--- src/hw/rtl/cft_pkg.sv ---
// ----------------------------------------------------------------------------
// CSV field tokenizer package
// Shared constants, register indexes and the queue entry type.
// ----------------------------------------------------------------------------
package cft_pkg;

   localparam int unsigned QueueDepth = 4;
   localparam int unsigned QueuePtrW  = $clog2(QueueDepth);
   localparam int unsigned QueueCntW  = $clog2(QueueDepth + 1);

   localparam logic [7:0] NewlineByte = 8'h0A;

   localparam logic [7:0] DelimiterReset     = 8'd44;
   localparam logic [7:0] QuoteReset         = 8'd34;
   localparam logic       SkipEmptyReset     = 1'b1;
   localparam logic       FirstIsHeaderReset = 1'b0;

   typedef enum logic [1:0] {
      CSR_DELIMITER       = 2'd0,
      CSR_QUOTE           = 2'd1,
      CSR_SKIP_EMPTY      = 2'd2,
      CSR_FIRST_IS_HEADER = 2'd3
   } csr_index_type;

   localparam logic KindChar     = 1'b0;
   localparam logic KindFieldEnd = 1'b1;

   // One step's results: a first result, optionally followed by a
   // record-ending field end carrying the same header tag.
   typedef struct packed {
      logic       two;
      logic       kind0;
      logic [7:0] char0;
      logic       rec0;
      logic       tag;
   } entry_type;

endpackage

--- src/hw/rtl/cft_front.sv ---
// ----------------------------------------------------------------------------
// CSV field tokenizer front end
// Holds the control registers and line state, classifies each byte and
// pushes its results into the queue.
// ----------------------------------------------------------------------------
module cft_front (
   input  logic               clock,
   input  logic               reset,
   input  logic               csr_we,
   input  logic [1:0]         csr_index,
   input  logic [7:0]         csr_wdata,
   input  logic               in_valid,
   input  logic [7:0]         in_byte,
   input  logic               in_final,
   input  logic               queue_full,
   output logic               in_ready,
   output logic               push,
   output cft_pkg::entry_type push_entry
);

   logic [7:0] delim_ff, delim_in;
   logic [7:0] quote_ff, quote_in;
   logic       skip_ff, skip_in;
   logic       hdr_en_ff, hdr_en_in;

   logic quoting_ff, quoting_in;
   logic pending_ff, pending_in;
   logic empty_ff, empty_in;
   logic seen_ff, seen_in;

   logic accept;
   logic is_nl, is_quote, is_delim;
   logic consumed, quoting_eff;
   logic first_res;
   logic tag;

   assign in_ready = !queue_full;
   assign accept   = in_valid && in_ready;

   assign is_nl       = (in_byte == cft_pkg::NewlineByte);
   assign is_quote    = (in_byte == quote_ff);
   assign is_delim    = (in_byte == delim_ff);
   assign consumed    = pending_ff && is_quote;
   assign quoting_eff = pending_ff ? 1'b0 : quoting_ff;
   assign tag         = hdr_en_ff && !seen_ff;

   always_comb begin
      delim_in  = delim_ff;
      quote_in  = quote_ff;
      skip_in   = skip_ff;
      hdr_en_in = hdr_en_ff;
      if (csr_we) begin
         case (csr_index)
            cft_pkg::CSR_DELIMITER:       delim_in  = csr_wdata;
            cft_pkg::CSR_QUOTE:           quote_in  = csr_wdata;
            cft_pkg::CSR_SKIP_EMPTY:      skip_in   = csr_wdata[0];
            cft_pkg::CSR_FIRST_IS_HEADER: hdr_en_in = csr_wdata[0];
            default:                      delim_in  = delim_ff;
         endcase
      end
   end

   always_comb begin
      quoting_in = quoting_ff;
      pending_in = pending_ff;
      empty_in   = empty_ff;
      seen_in    = seen_ff;
      first_res  = 1'b0;
      push_entry.two   = 1'b0;
      push_entry.kind0 = cft_pkg::KindFieldEnd;
      push_entry.char0 = 8'd0;
      push_entry.rec0  = 1'b1;
      push_entry.tag   = tag;
      push = 1'b0;

      if (is_nl) begin
         if (!empty_ff || !skip_ff) begin
            first_res = 1'b1;
            seen_in   = 1'b1;
         end
         quoting_in = 1'b0;
         pending_in = 1'b0;
         empty_in   = 1'b1;
      end else begin
         empty_in   = 1'b0;
         pending_in = 1'b0;
         quoting_in = quoting_eff;
         if (consumed) begin
            first_res        = 1'b1;
            push_entry.kind0 = cft_pkg::KindChar;
            push_entry.char0 = in_byte;
            push_entry.rec0  = 1'b0;
            quoting_in       = quoting_ff;
         end else if (is_quote) begin
            if (quoting_eff) begin
               quoting_in = !in_final;
               pending_in = !in_final;
            end else begin
               quoting_in = 1'b1;
            end
         end else if (is_delim && !quoting_eff) begin
            first_res       = 1'b1;
            push_entry.rec0 = 1'b0;
         end else begin
            first_res        = 1'b1;
            push_entry.kind0 = cft_pkg::KindChar;
            push_entry.char0 = in_byte;
            push_entry.rec0  = 1'b0;
         end
         // final byte closes the line with a record end
         if (in_final) begin
            push_entry.two = first_res;
         end
      end

      if (in_final) begin
         quoting_in = 1'b0;
         pending_in = 1'b0;
         empty_in   = 1'b1;
         seen_in    = 1'b0;
      end

      push = accept && (first_res || (in_final && !is_nl));
   end

   always_ff @(posedge clock) begin
      if (reset) begin
         delim_ff   <= cft_pkg::DelimiterReset;
         quote_ff   <= cft_pkg::QuoteReset;
         skip_ff    <= cft_pkg::SkipEmptyReset;
         hdr_en_ff  <= cft_pkg::FirstIsHeaderReset;
         quoting_ff <= 1'b0;
         pending_ff <= 1'b0;
         empty_ff   <= 1'b1;
         seen_ff    <= 1'b0;
      end else begin
         delim_ff  <= delim_in;
         quote_ff  <= quote_in;
         skip_ff   <= skip_in;
         hdr_en_ff <= hdr_en_in;
         if (accept) begin
            quoting_ff <= quoting_in;
            pending_ff <= pending_in;
            empty_ff   <= empty_in;
            seen_ff    <= seen_in;
         end
      end
   end

   a_pending_in_quotes: assert property (@(posedge clock) disable iff (reset)
      pending_ff |-> quoting_ff)
      else $error("quote pending outside quotes");

   a_final_clears: assert property (@(posedge clock) disable iff (reset)
      (accept && in_final) |=> (!quoting_ff && !pending_ff && empty_ff && !seen_ff))
      else $error("line state not cleared after final byte");

   a_two_needs_final: assert property (@(posedge clock) disable iff (reset)
      (push && push_entry.two) |-> in_final)
      else $error("second result without final byte");

endmodule

--- src/hw/rtl/cft_queue.sv ---
// ----------------------------------------------------------------------------
// CSV field tokenizer queue
// Short FIFO of step results between front and back ends.
// ----------------------------------------------------------------------------
module cft_queue (
   input  logic               clock,
   input  logic               reset,
   input  logic               push,
   input  cft_pkg::entry_type push_entry,
   input  logic               pop,
   output logic               full,
   output logic               not_empty,
   output cft_pkg::entry_type head
);

   cft_pkg::entry_type slot_ff [cft_pkg::QueueDepth];

   logic [cft_pkg::QueuePtrW-1:0] wr_ptr_ff, wr_ptr_in;
   logic [cft_pkg::QueuePtrW-1:0] rd_ptr_ff, rd_ptr_in;
   logic [cft_pkg::QueueCntW-1:0] count_ff, count_in;

   assign full      = (count_ff == cft_pkg::QueueCntW'(cft_pkg::QueueDepth));
   assign not_empty = (count_ff != '0);
   assign head      = slot_ff[rd_ptr_ff];

   always_comb begin
      wr_ptr_in = push ? wr_ptr_ff + 1'b1 : wr_ptr_ff;
      rd_ptr_in = pop  ? rd_ptr_ff + 1'b1 : rd_ptr_ff;
      count_in  = count_ff;
      if (push && !pop) begin
         count_in = count_ff + 1'b1;
      end else if (pop && !push) begin
         count_in = count_ff - 1'b1;
      end
   end

   always_ff @(posedge clock) begin
      if (reset) begin
         wr_ptr_ff <= '0;
         rd_ptr_ff <= '0;
         count_ff  <= '0;
      end else begin
         wr_ptr_ff <= wr_ptr_in;
         rd_ptr_ff <= rd_ptr_in;
         count_ff  <= count_in;
      end
   end

   always_ff @(posedge clock) begin
      if (push) begin
         slot_ff[wr_ptr_ff] <= push_entry;
      end
   end

   a_no_overflow: assert property (@(posedge clock) disable iff (reset)
      full |-> !push)
      else $error("push into full queue");

   a_no_underflow: assert property (@(posedge clock) disable iff (reset)
      pop |-> not_empty)
      else $error("pop from empty queue");

   a_count_bound: assert property (@(posedge clock) disable iff (reset)
      count_ff <= cft_pkg::QueueCntW'(cft_pkg::QueueDepth))
      else $error("queue count beyond depth");

endmodule

--- src/hw/rtl/cft_back.sv ---
// ----------------------------------------------------------------------------
// CSV field tokenizer back end
// Splits queue entries into single results and drives the output register.
// ----------------------------------------------------------------------------
module cft_back (
   input  logic               clock,
   input  logic               reset,
   input  logic               head_valid,
   input  cft_pkg::entry_type head,
   output logic               pop,
   output logic               out_valid,
   input  logic               out_ready,
   output logic               out_kind,
   output logic [7:0]         out_char,
   output logic               out_rec,
   output logic               out_tag,
   output logic               out_last
);

   logic       sel_ff, sel_in;
   logic       valid_ff, valid_in;
   logic       kind_ff, kind_in;
   logic [7:0] char_ff, char_in;
   logic       rec_ff, rec_in;
   logic       tag_ff, tag_in;
   logic       last_ff, last_in;
   logic       load;

   assign load = (!valid_ff || out_ready) && head_valid;

   always_comb begin
      sel_in   = sel_ff;
      valid_in = valid_ff && !out_ready;
      kind_in  = kind_ff;
      char_in  = char_ff;
      rec_in   = rec_ff;
      tag_in   = tag_ff;
      last_in  = last_ff;
      pop      = 1'b0;
      if (load) begin
         valid_in = 1'b1;
         tag_in   = head.tag;
         if (!sel_ff) begin
            kind_in = head.kind0;
            char_in = head.char0;
            rec_in  = head.rec0;
            last_in = !head.two;
            sel_in  = head.two;
            pop     = !head.two;
         end else begin
            kind_in = cft_pkg::KindFieldEnd;
            char_in = 8'd0;
            rec_in  = 1'b1;
            last_in = 1'b1;
            sel_in  = 1'b0;
            pop     = 1'b1;
         end
      end
   end

   always_ff @(posedge clock) begin
      if (reset) begin
         sel_ff   <= 1'b0;
         valid_ff <= 1'b0;
      end else begin
         sel_ff   <= sel_in;
         valid_ff <= valid_in;
      end
   end

   always_ff @(posedge clock) begin
      kind_ff <= kind_in;
      char_ff <= char_in;
      rec_ff  <= rec_in;
      tag_ff  <= tag_in;
      last_ff <= last_in;
   end

   assign out_valid = valid_ff;
   assign out_kind  = kind_ff;
   assign out_char  = char_ff;
   assign out_rec   = rec_ff;
   assign out_tag   = tag_ff;
   assign out_last  = last_ff;

   a_sel_holds_entry: assert property (@(posedge clock) disable iff (reset)
      sel_ff |-> (head_valid && head.two))
      else $error("second result selected without a two-result entry");

   a_second_follows: assert property (@(posedge clock) disable iff (reset)
      (load && !sel_ff && head.two) |=> (sel_ff && valid_ff && !last_ff))
      else $error("first of two results not followed by second");

   a_end_char_zero: assert property (@(posedge clock) disable iff (reset)
      (valid_ff && kind_ff == cft_pkg::KindFieldEnd) |-> (char_ff == 8'd0 || !rec_ff))
      else $error("record end carries a character");

endmodule

--- src/hw/rtl/csv_field_tokenizer.sv ---
// ----------------------------------------------------------------------------
// CSV field tokenizer
// Streams CSV text one byte per transfer and emits field characters and
// field-end marks, with record ends and header tagging.
//
//   channel  direction  tdata                       tuser  tlast
//   req      in         text_byte                   -      final_byte
//   rsp      out        char_value, rec, header     kind   run_last
//   csr      in         write enable, index, data (no read-back)
//
// One byte is accepted per cycle while the four-entry queue has room.
// A byte gives zero, one or two results; the back end sends one result per
// cycle while rsp_tready is high, so the rate is one byte per cycle unless
// two-result bytes outpace the output. First result is held in a queue slot,
// then in the output register. Reset is synchronous and restores register
// defaults and line state. Output stalls fill the queue, then drop req_tready.
// ----------------------------------------------------------------------------
module csv_field_tokenizer (
   input  logic        clock,
   input  logic        reset,
   input  logic        req_tvalid,
   output logic        req_tready,
   input  logic [7:0]  req_tdata,   // [7:0] text_byte
   input  logic        req_tlast,
   output logic        rsp_tvalid,
   input  logic        rsp_tready,
   output logic [15:0] rsp_tdata,   // [7:0] char_value, [8] record_end, [9] header_tag
   output logic        rsp_tuser,   // [0] kind
   output logic        rsp_tlast,
   input  logic        csr_we,
   input  logic [1:0]  csr_index,
   input  logic [7:0]  csr_wdata
);

   logic               push;
   logic               pop;
   logic               full;
   logic               not_empty;
   cft_pkg::entry_type push_entry;
   cft_pkg::entry_type head;
   logic [7:0]         out_char;
   logic               out_rec;
   logic               out_tag;

   cft_front u_front (
      .clock      (clock),
      .reset      (reset),
      .csr_we     (csr_we),
      .csr_index  (csr_index),
      .csr_wdata  (csr_wdata),
      .in_valid   (req_tvalid),
      .in_byte    (req_tdata),
      .in_final   (req_tlast),
      .queue_full (full),
      .in_ready   (req_tready),
      .push       (push),
      .push_entry (push_entry)
   );

   cft_queue u_queue (
      .clock      (clock),
      .reset      (reset),
      .push       (push),
      .push_entry (push_entry),
      .pop        (pop),
      .full       (full),
      .not_empty  (not_empty),
      .head       (head)
   );

   cft_back u_back (
      .clock      (clock),
      .reset      (reset),
      .head_valid (not_empty),
      .head       (head),
      .pop        (pop),
      .out_valid  (rsp_tvalid),
      .out_ready  (rsp_tready),
      .out_kind   (rsp_tuser),
      .out_char   (out_char),
      .out_rec    (out_rec),
      .out_tag    (out_tag),
      .out_last   (rsp_tlast)
   );

   assign rsp_tdata = {6'd0, out_tag, out_rec, out_char};

endmodule

--- config.mk ---
export PLATFORM = sky130hd
export DESIGN_NAME = csv_field_tokenizer
export DESIGN_NICKNAME = d
export VERILOG_FILES = /design/src/hw/rtl/cft_pkg.sv /design/src/hw/rtl/cft_front.sv /design/src/hw/rtl/cft_queue.sv /design/src/hw/rtl/cft_back.sv /design/src/hw/rtl/csv_field_tokenizer.sv
export SDC_FILE = /design/constraint.sdc
export NUM_CORES = 1
export LEC_CHECK = 0
export BUFFER_PORTS_ARGS = -buffer_cell sky130_fd_sc_hd__clkbuf_2
export CELL_PAD_IN_SITES_DETAIL_PLACEMENT = 1
export CELL_PAD_IN_SITES_GLOBAL_PLACEMENT = 2
export CORE_MARGIN = 2
export CORE_UTILIZATION = 44
export DETAILED_ROUTE_END_ITERATION = 8
export HOLD_SLACK_MARGIN = 0.08
export MAX_ROUTING_LAYER = met4
export PLACE_DENSITY = 0.9
export SLEW_MARGIN = 15
export SYNTH_ARGS = -nofsm -noshare
export SYNTH_HDL_FRONTEND = slang
export SYNTH_SLANG_ARGS = --single-unit
--- constraint.sdc ---
create_clock -name clock -period 7.2 [get_ports clock]
set_clock_uncertainty 0.15 [all_clocks]
set_input_delay 1.44 -clock clock [delete_from_list [all_inputs] [get_ports clock]]
set_output_delay 1.44 -clock clock [all_outputs]
set_load 0.005 [all_outputs]
==> results.sh, run 1 <==
export IMPL_tightestPinTransition_ns=0.804
export IMPL_rsz0062_at_grt="false"
export IMPL_finalHoldViolations=0
export IMPL_p_per_area_nw_per_um2=329
export IMPL_ys_types=45
export IMPL_cts_root_buf="clkbuf_8"
export IMPL_coreArea_sq_um=8680
export IMPL_antenna_cells=0
export IMPL_cp_required_ns=7.34
export IMPL_cp_end_kind="flip-flop"
export IMPL_yosysMostFrequentCell="edfxtp_1"
export IMPL_clk_pin_slew_ns=0.10
export IMPL_ys_warn_count=0
export IMPL_avgViaCountPerCell=5.17
export IMPL_hold_ws_ns=0.333
export IMPL_h_tree_depth=3
export IMPL_synthCells=279
export IMPL_area_growth_pct=12.2
export IMPL_crit_type="in -> reg"
export IMPL_cts_sink_count=93
export IMPL_max_stage_delay_ns=0.52
export IMPL_synth_seq_cells=93
export IMPL_drive_gt1_frac=0.248
export IMPL_grt_usage=0.170
export IMPL_dp_cells=414
export IMPL_fin_setup_tns_ns=0
export IMPL_worst_hold_path_type="reg -> reg"
export IMPL_drt_iter0_drc=87
export IMPL_peakVddDrop_mv=0.103
export IMPL_path_max_fanout=7
export IMPL_clockBufferDepth=2
export IMPL_dr_pass1_iters=4
export IMPL_dp_hpwl_um=5250
export IMPL_max_freq_mhz=252
export IMPL_die_h_um=98.2
export IMPL_cts_made_buffers=9
export IMPL_netlist_area_sq_um=3910
export IMPL_rows=34
export IMPL_post_cts_setup_buffers=0
export IMPL_final_cell_count_no_fill=430
export IMPL_critPathSlowestCell="nor4_1"
export IMPL_cp_start_kind="primary input"
export IMPL_via_count=2224
export IMPL_setup_viol=0
export IMPL_initial_core_util=0.450
export IMPL_worstPathCellList="clkbuf_2, nor4_1, nand2_1, nand2b_1, o221a_4, ha_1, inv_1, fa_1, xor2_1, or3_1, a21oi_1"
export IMPL_grt_pass1_wl_um=12200
export IMPL_p_leak_nw=1.63
export IMPL_synth_top_area_cell="edfxtp_1"
export IMPL_worstPathArrival_ns=4.10
export IMPL_io_buffers=37
export IMPL_cp_num_buf_inv=2
export IMPL_clk_latency_ns=0.36
export IMPL_cts_resized=0
export IMPL_fin_crit_sh=0.551
export IMPL_synth_common_cells="edfxtp_1 (60), dfxtp_1 (33), nor2_1 (25), xnor2_1 (15), mux2i_1 (14)"
export IMPL_synth_top_area_share=0.461
export IMPL_ys_seq_area_frac=0.630
export IMPL_fillers=909
export IMPL_dp_slack_ns=2.80
export IMPL_async_flop_share=0
export IMPL_io_pins=44
export IMPL_synth_edf_count=60
export IMPL_ant_nets=0
export IMPL_grt_max_degree=35
export IMPL_die_w_um=98.2
export IMPL_drc_errors=0
export IMPL_max_cap_violations=0
export IMPL_seq_area_sq_um=2460
export IMPL_synthFlopType="edfxtp_1"
export IMPL_status="finished clean"
export IMPL_multiInputGateArea_sq_um=1340
export IMPL_grt_pass1_vias=2398
export IMPL_wl_per_cell_um=17.0
export IMPL_place_congestion=0.772
export IMPL_synthTopCellsByArea="edfxtp_1 (46%), dfxtp_1 (17%), mux4_2 (6.9%)"
export IMPL_layout_setup_ws_ns=3.23
export IMPL_syn_mean_instance_area_sq_um=14.0
export IMPL_dieArea_sq_um=9650
export IMPL_antenna_found_initial=0
export IMPL_finalMaxSlewViolations=0
export IMPL_final_nets=347
export IMPL_globalRouteOverflowTotal=0
export IMPL_min_period_ns=3.97
export IMPL_cp_top_family="simple AND/OR/NAND/NOR gates"
export IMPL_postCtsHoldBufs=0
export IMPL_finalWirelength_um=7320
export IMPL_cts_tree="done"
export IMPL_slew_limit_headroom=0.464
[where the power goes]
group	leakage, nW	total (mW)	switching (mW)	internal (mW)
Sequential	0.827	0.746	0.0618	0.684
Clock	0.103	0.370	0.201	0.169
Combinational	0.700	0.323	0.159	0.165
[per-stage QoR]
step	utilization	total power, mW	area, sq um
after CTS	0.505	1.46	4380
after global routing	0.505	1.52	4380
final	0.505	1.44	4380
after floorplan	-	0.980	3930
after detailed placement	0.480	1.09	4170
after global placement	0.480	1.07	4170
[registers in the layout, indices dropped and copies added, names as in the netlist, 2 cells and up, named ones only]
register / cells
u_queue.slot_ff: 48
u_front.quote_ff: 8
u_queue.count_ff: 3
u_front.delim_ff: 8
u_queue.rd_ptr_ff: 2
u_queue.wr_ptr_ff: 2
u_back.out_char: 8
[worst register-to-register path, cell delays in order, from the launching register on]
cell,delay (ns)
dfxtp_1,0.86
mux4_2,0.41
nand2b_1,0.10
nand2_1,0.13
ha_1,0.20
inv_1,0.07
fa_1,0.44
xor2_1,0.18
or3_1,0.31
a21oi_1,0.14
[area by class of cell]
class / count / area share
inverter: 7 / 0.00599
clock inverter: 7 / 0.0211
clock buffer: 9 / 0.0283
multi-input combinational: 167 / 0.306
sequential: 93 / 0.562
tap: 108 / 0.0308
timing repair buffer: 39 / 0.0457
[logic make-up (layout without fill, tap and decap cells)]
| family | after synthesis | count (layout) | synth area share |
|---|---|---|---|
| and+or+nand+nor | 87 | 87 | 0.120 |
| xor gates and xnor gates | 20 | 20 | 0.0448 |
| DFF | 93 | 93 | 0.630 |
| AOI/OAI and AO/OA | 20 | 20 | 0.0403 |
| other | 1 | 6 | 0.000960 |
| adders and majority gates | 6 | 6 | 0.0211 |
| buffers and inverters | 24 | 62 | 0.0311 |
| muxes | 28 | 28 | 0.112 |
[path summary, 6_finish.rpt]
check	endpoint	start	slack (ns)	cells past startpoint
max	u_queue.count_ff[2]$_SDFFE_PP0P_	req_tdata[4]	3.23	11
min	u_front.empty_ff$_SDFFE_PP1P_	u_front.empty_ff$_SDFFE_PP1P_	0.33	1
max reg2reg	u_queue.count_ff[2]$_SDFFE_PP0P_	flip-flop	4.15	9
min reg2reg	u_front.empty_ff$_SDFFE_PP1P_	u_front.empty_ff$_SDFFE_PP1P_	0.33	1
[placed cells by master (no fill, tap or decap), drive strengths merged, types with 2 or more instances in the layout]
cell and n:
a211o 7, a21oi 5, and2 11, and3 3, buf 2, clkbuf 46, clkinvlp 2, conb 6
dfxtp 33, edfxtp 60, ha 5, inv 10, mux2 2, mux2i 14, mux4 12, nand2 13
nand2b 4, nand3 3, nand4 3, nor2 25, nor2b 13, or2 3, or3 2, or4 2
xnor2 15, xor2 5
[per-layer routing]
| layer | part of all wire | wire (um) | GRT usage |
|---|---|---|---|
| met1 | 0.44 | 3250 | 0.208 |
| met2 | 0.52 | 3770 | 0.279 |
| met3 | 0.026 | 192 | 0.0279 |
| met4 | 0.014 | 104 | 0.0780 |
| met5 | 0 | 0 | - |
(Power assumes the default switching activity.)
==> inputs of run 2 (changes only) <==
--- a/config.mk
+++ b/config.mk
@@ -9,11 +9,11 @@
 export CELL_PAD_IN_SITES_DETAIL_PLACEMENT = 1
 export CELL_PAD_IN_SITES_GLOBAL_PLACEMENT = 2
 export CORE_MARGIN = 2
-export CORE_UTILIZATION = 44
+export CORE_UTILIZATION = 41
 export DETAILED_ROUTE_END_ITERATION = 8
 export HOLD_SLACK_MARGIN = 0.08
 export MAX_ROUTING_LAYER = met4
-export PLACE_DENSITY = 0.9
+export PLACE_DENSITY = 0.85
 export SLEW_MARGIN = 15
 export SYNTH_ARGS = -nofsm -noshare
 export SYNTH_HDL_FRONTEND = slang
==> constraint.sdc (replaced) <==
create_clock -name clock -period 3.65 [get_ports clock]
set_clock_uncertainty 0.15 [all_clocks]
set_input_delay 0.73 -clock clock [delete_from_list [all_inputs] [get_ports clock]]
set_output_delay 0.73 -clock clock [all_outputs]
set_load 0.005 [all_outputs]
==> run 2 against run 1 <==
Compared with the run above:
- utilization decreased by 2.7 points
- sequential share of layout area is 0.40 points lower
- clock power rose by 82%
- hold slack lost 0.0016 ns
- largest power group unchanged
- combinational power grew 110%
- non-clock buffer count up 4
- die area grew 7.0%
- largest cell class unchanged
- sequential power up 92%
- global-route usage fell by 1.6 points
- setup slack worse by 2.5 ns
- critical path type unchanged
- total power rose by 94%
- via count hardly changed
==> results.sh, run 2 (same netlist as run 1, synthesis figures left out) <==
export IMPL_status="finished clean"
export IMPL_largest_reg_flops=48
export IMPL_io_pins=44
export IMPL_layout_setup_ws_ns=0.697
export IMPL_min_period_ns=2.95
export IMPL_grt_usage=0.154
export IMPL_seq_area_sq_um=2460
export IMPL_dr_wl_met3_um=252
export IMPL_cts_sink_count=93
export IMPL_r2r_slack_ns=0.98
export IMPL_placement_cell_area_sq_um=4220
export IMPL_cts_made_buffers=9
export IMPL_multiInputGateArea_sq_um=1340
export IMPL_wl_per_cell_um=15.7
export IMPL_route_met2_wl_um=3640
export IMPL_wl_met1_um=3180
export IMPL_p_leak_nw=1.64
export IMPL_io_buffers=37
export IMPL_cp_end_kind="flip-flop"
export IMPL_grt_pass1_vias=2304
export IMPL_p_per_area_nw_per_um2=631
export IMPL_dr_max_layer_used="met4"
export IMPL_worstPathArrival_ns=3.08
export IMPL_cp_start_kind="primary input"
export IMPL_peakVddDrop_mv=0.194
export IMPL_cts_tree="done"
export IMPL_place_congestion=0.728
export IMPL_hold_ws_ns=0.332
export IMPL_via_count=2226
export IMPL_initial_core_util=0.423
export IMPL_finalHoldViolations=0
export IMPL_fin_crit_sh=0.809
export IMPL_postCtsHoldBufs=0
export IMPL_worst_hold_path_type="reg -> reg"
export IMPL_cts_root_buf="clkbuf_8"
export IMPL_slew_limit_headroom=0.516
export IMPL_die_w_um=102
export IMPL_top_register="u_queue.slot_ff"
export IMPL_dp_slack_ns=0.321
export IMPL_fin_util=0.478
export IMPL_finalPower_mw=2.79
export IMPL_dp_hpwl_um=5150
export IMPL_drt_iter0_drc=80
export IMPL_post_cts_setup_buffers=0
export IMPL_fin_setup_tns_ns=0
export IMPL_grt_max_degree=35
export IMPL_coreArea_sq_um=9240
export IMPL_drc_errors=0
export IMPL_globalRouteOverflowTotal=0
export IMPL_final_nets=351
export IMPL_path_max_fanout=7
export IMPL_clk_pin_slew_ns=0.09
export IMPL_setup_viol=0
export IMPL_die_h_um=102
export IMPL_rows=35
export IMPL_clk_latency_ns=0.35
export IMPL_dr_pass1_iters=4
export IMPL_area_growth_pct=13.0
export IMPL_crit_type="in -> reg"
export IMPL_clockBufferDepth=2
export IMPL_finalMaxSlewViolations=0
export IMPL_dieArea_sq_um=10300
export IMPL_antenna_found_initial=0
export IMPL_avgViaCountPerCell=4.89
export IMPL_finalWirelength_um=7130
export IMPL_max_freq_mhz=339
export IMPL_tightestPinTransition_ns=0.726
export IMPL_final_cell_count_no_fill=455
export IMPL_layout_common_cells="edfxtp_1 (60), clkbuf_2 (37), dfxtp_1 (33), nor2_1 (25), xnor2_1 (15)"
export IMPL_final_area_sq_um=4410
export IMPL_h_tree_depth=3
export IMPL_grt_pass1_wl_um=11600
export IMPL_rsz0062_at_grt="false"
export IMPL_antenna_cells=0
export IMPL_drive_gt1_frac=0.252
export IMPL_dp_cells=439
export IMPL_fillers=976
export IMPL_cts_resized=0
export IMPL_final_common_cell="edfxtp_1"
export IMPL_ant_nets=0
export IMPL_cp_required_ns=3.77
export IMPL_max_cap_violations=0
## run 2: cell type report
| class | count | share of cell area |
|---|---|---|
| Timing Repair Buffer | 43 | 0.0522 |
| Clock buffer | 10 | 0.0289 |
| Sequential cell | 93 | 0.558 |
| Multi-Input combinational cell | 167 | 0.304 |
| Inverter | 7 | 0.00595 |
| Clock inverter | 6 | 0.0145 |
| Tap cell | 129 | 0.0366 |
## run 2: worst max-delay path: stages
cell and delay, ns:
clkbuf_2 0.14, nor4_1 0.27, buf_4 0.17, nand2_1 0.07, nand2b_1 0.12, o221a_4 0.25
ha_1 0.19, inv_1 0.06, fa_1 0.43, xor2_1 0.18, or3_1 0.32, a21oi_1 0.16
## run 2: worst paths after layout
kind / start / endpoint / cells after the start
worst max-delay path: req_tdata[5] / u_queue.count_ff[2]$_SDFFE_PP0P_ / 12
worst min-delay path: u_front.empty_ff$_SDFFE_PP1P_ / u_front.empty_ff$_SDFFE_PP1P_ / 1
worst max register to register: flip-flop / u_queue.count_ff[2]$_SDFFE_PP0P_ / 10
worst min register to register: u_front.empty_ff$_SDFFE_PP1P_ / u_front.empty_ff$_SDFFE_PP1P_ / 1
## run 2: layer usage
layer / vias to the layer above / global-route usage
met3: 8 / 0.0331
met5: - / -
met2: 41 / 0.256
li1: 1075 / -
met1: 1102 / 0.190
met4: 0 / 0.0447
## run 2: power by group
group	leakage [nW]	internal [mW]	switching, mW
Sequential	0.827	1.35	0.0774
Clock	0.0939	0.316	0.358
Combinational	0.720	0.333	0.353
Total	1.64	2.00	0.788
==> inputs of run 3 (changes only) <==
--- a/config.mk
+++ b/config.mk
@@ -9,11 +9,11 @@
 export CELL_PAD_IN_SITES_DETAIL_PLACEMENT = 1
 export CELL_PAD_IN_SITES_GLOBAL_PLACEMENT = 2
 export CORE_MARGIN = 2
-export CORE_UTILIZATION = 41
+export CORE_UTILIZATION = 37
 export DETAILED_ROUTE_END_ITERATION = 8
 export HOLD_SLACK_MARGIN = 0.08
 export MAX_ROUTING_LAYER = met4
-export PLACE_DENSITY = 0.85
+export PLACE_DENSITY = 0.81
 export SLEW_MARGIN = 15
 export SYNTH_ARGS = -nofsm -noshare
 export SYNTH_HDL_FRONTEND = slang
==> constraint.sdc (replaced) <==
create_clock -name clock -period 2.4 [get_ports clock]
set_clock_uncertainty 0.15 [all_clocks]
set_input_delay 0.48 -clock clock [delete_from_list [all_inputs] [get_ports clock]]
set_output_delay 0.48 -clock clock [all_outputs]
set_load 0.005 [all_outputs]
==> run 3 against run 2 <==
Compared with the run above:
- critical path depth fell by 2
- first-iteration DRC count fell by 43%
- flip-flop and latch count unchanged
- total power is 54% higher
- largest power group unchanged
==> results.sh, run 3 (same netlist as run 1, synthesis figures left out) <==
export IMPL_cts_made_buffers=9
export IMPL_h_tree_depth=3
export IMPL_drive_gt1_frac=0.348
export IMPL_grt_usage=0.146
export IMPL_layout_setup_ws_ns=0.00648
export IMPL_use_met3=0.0237
export IMPL_max_freq_mhz=418
export IMPL_finalWirelength_um=7470
export IMPL_cp_required_ns=2.55
export IMPL_initial_core_util=0.380
export IMPL_cp_start_kind="flip-flop"
export IMPL_cp_end_kind="flip-flop"
export IMPL_grt_pass1_vias=2476
export IMPL_min_period_ns=2.39
export IMPL_ant_nets=0
export IMPL_status="finished clean"
export IMPL_die_w_um=107
export IMPL_area_growth_pct=18.7
export IMPL_top_register="u_queue.slot_ff"
export IMPL_rows=37
export IMPL_drc_errors=0
export IMPL_cts_root_buf="clkbuf_8"
export IMPL_grt_max_degree=19
export IMPL_seq_area_sq_um=2470
export IMPL_cts_sink_count=93
export IMPL_reg2reg_to="u_queue.count_ff[2]$_SDFFE_PP0P_"
export IMPL_grt_met1_usage=0.171
export IMPL_place_congestion=0.757
export IMPL_crit_end="u_queue.count_ff[2]$_SDFFE_PP0P_"
export IMPL_worstPathArrival_ns=2.54
export IMPL_crit_type="reg -> reg"
export IMPL_cts_tree="done"
export IMPL_tightestPinTransition_ns=0.592
export IMPL_io_buffers=37
export IMPL_finalHoldViolations=0
export IMPL_dp_slack_ns=-0.321
export IMPL_grtUsageMet2=0.258
export IMPL_globalRouteOverflowTotal=0
export IMPL_fillers=1102
export IMPL_dieArea_sq_um=11400
export IMPL_antenna_found_initial=0
export IMPL_slew_limit_headroom=0.604
export IMPL_antenna_cells=0
export IMPL_postCtsHoldBufs=0
export IMPL_r2r_start="u_front.quote_ff[1]$_SDFFE_PP1P_"
export IMPL_dp_cells=465
export IMPL_layout_common_cells="edfxtp_1 (60), clkbuf_2 (37), dfxtp_1 (27), nor2_1 (25), buf_4 (25)"
export IMPL_hold_ws_ns=0.200
export IMPL_whs_path_depth=2
export IMPL_final_common_cell="edfxtp_1"
export IMPL_max_cap_violations=0
export IMPL_post_cts_setup_buffers=0
export IMPL_top_usage_layer="met2"
export IMPL_r2r_cells=10
export IMPL_multiInputGateArea_sq_um=1430
export IMPL_r2r_slack_ns=0.006
export IMPL_coreArea_sq_um=10300
export IMPL_final_cell_count_no_fill=481
export IMPL_clockBufferDepth=2
export IMPL_crit_start="u_front.quote_ff[1]$_SDFFE_PP1P_"
export IMPL_clk_pin_slew_ns=0.09
export IMPL_avgViaCountPerCell=4.84
export IMPL_clk_latency_ns=0.35
export IMPL_rsz0062_at_grt="true"
export IMPL_via_count=2326
export IMPL_peakVddDrop_mv=0.320
export IMPL_setup_viol=0
export IMPL_drt_iter0_drc=46
export IMPL_grt_pass1_wl_um=12400
export IMPL_largest_reg_flops=48
export IMPL_io_pins=44
export IMPL_finalMaxSlewViolations=0
export IMPL_worst_hold_path_type="in -> reg"
export IMPL_dp_hpwl_um=5600
export IMPL_fin_util=0.451
export IMPL_p_leak_nw=1.76
export IMPL_wl_per_cell_um=15.5
export IMPL_fin_crit_sh=0.997
export IMPL_p_per_area_nw_per_um2=926
export IMPL_final_nets=370
export IMPL_dr_pass1_iters=4
export IMPL_die_h_um=107
export IMPL_path_max_fanout=2
## run 3: changes by cell type in the layout (fill, tap and decap cells not counted), moves of 2 or more
cell and change:
xnor2_1 -6, dfxtp_2 +6, inv_6 +3, a21oi_1 -2, buf_4 +19, a21oi_2 +2
dfxtp_1 -6, xnor2_2 +6
## run 3: worst min path at each step
| stage | startpoint | to | slack [ns] |
|---|---|---|---|
| floorplan | u_front.empty_ff$_SDFFE_PP1P_ | u_front.empty_ff$_SDFFE_PP1P_ | 0.29 |
| global placement | u_front.empty_ff$_SDFFE_PP1P_ | u_front.empty_ff$_SDFFE_PP1P_ | 0.30 |
| detailed placement | u_front.empty_ff$_SDFFE_PP1P_ | u_front.empty_ff$_SDFFE_PP1P_ | 0.30 |
| CTS | csr_wdata[3] | u_front.delim_ff[3]$_SDFFE_PP1P_ | 0.19 |
| global route | csr_wdata[5] | u_front.delim_ff[5]$_SDFFE_PP1P_ | 0.19 |
| finish | csr_wdata[3] | u_front.delim_ff[3]$_SDFFE_PP1P_ | 0.20 |
## run 3: through the flow
| stage | TNS [ns] | power [mW] | cell area [sq um] |
|---|---|---|---|
| 2_1_floorplan | -0.163 | 2.98 | 3990 |
| 3_3_place_gp | -6.66 | 3.34 | 4440 |
| 3_5_place_dp | -6.47 | 3.41 | 4440 |
| 4_1_cts | 0 | 4.35 | 4630 |
| 5_1_grt | -0.201 | 4.56 | 4640 |
| 6_report | 0 | 4.29 | 4640 |
## run 3: final cells by class
| type | instances | share of cell area |
|---|---|---|
| repair buffers | 62 | 0.0804 |
| inverters | 7 | 0.00566 |
| clock inverters | 6 | 0.00944 |
| clock buffers | 10 | 0.0275 |
| multi-input cells | 167 | 0.308 |
| well taps | 136 | 0.0367 |
| flip-flops and latches | 93 | 0.533 |
## run 3: power breakdown
part	internal [mW]	switching (mW)
Clock	0.385	0.560
Combinational	0.597	0.587
Sequential	2.05	0.111
## run 3: what timing repair did
action,CTS,global route
cloned,0,0
resized for setup,6,3
setup endpoints to repair,2,2
pin swaps,7,1
## run 3: worst max-delay path: stages (launching register included)
cell     delay (ns)
dfxtp_2        0.34
xnor2_2        0.14
nand4_1        0.12
or3_4          0.39
o221a_4        0.28
ha_4           0.16
inv_2          0.05
fa_2           0.19
xor2_1         0.07
or3_1          0.32
a21oi_2        0.11
## run 3: metal layers
metal | vias up | wire length (um) | share of wire
li1 | 1116 | - | -
met1 | 1153 | 3260 | 0.44
met2 | 48 | 3850 | 0.52
met3 | 9 | 251 | 0.034
met4 | 0 | 110 | 0.015
met5 | - | 0 | 0
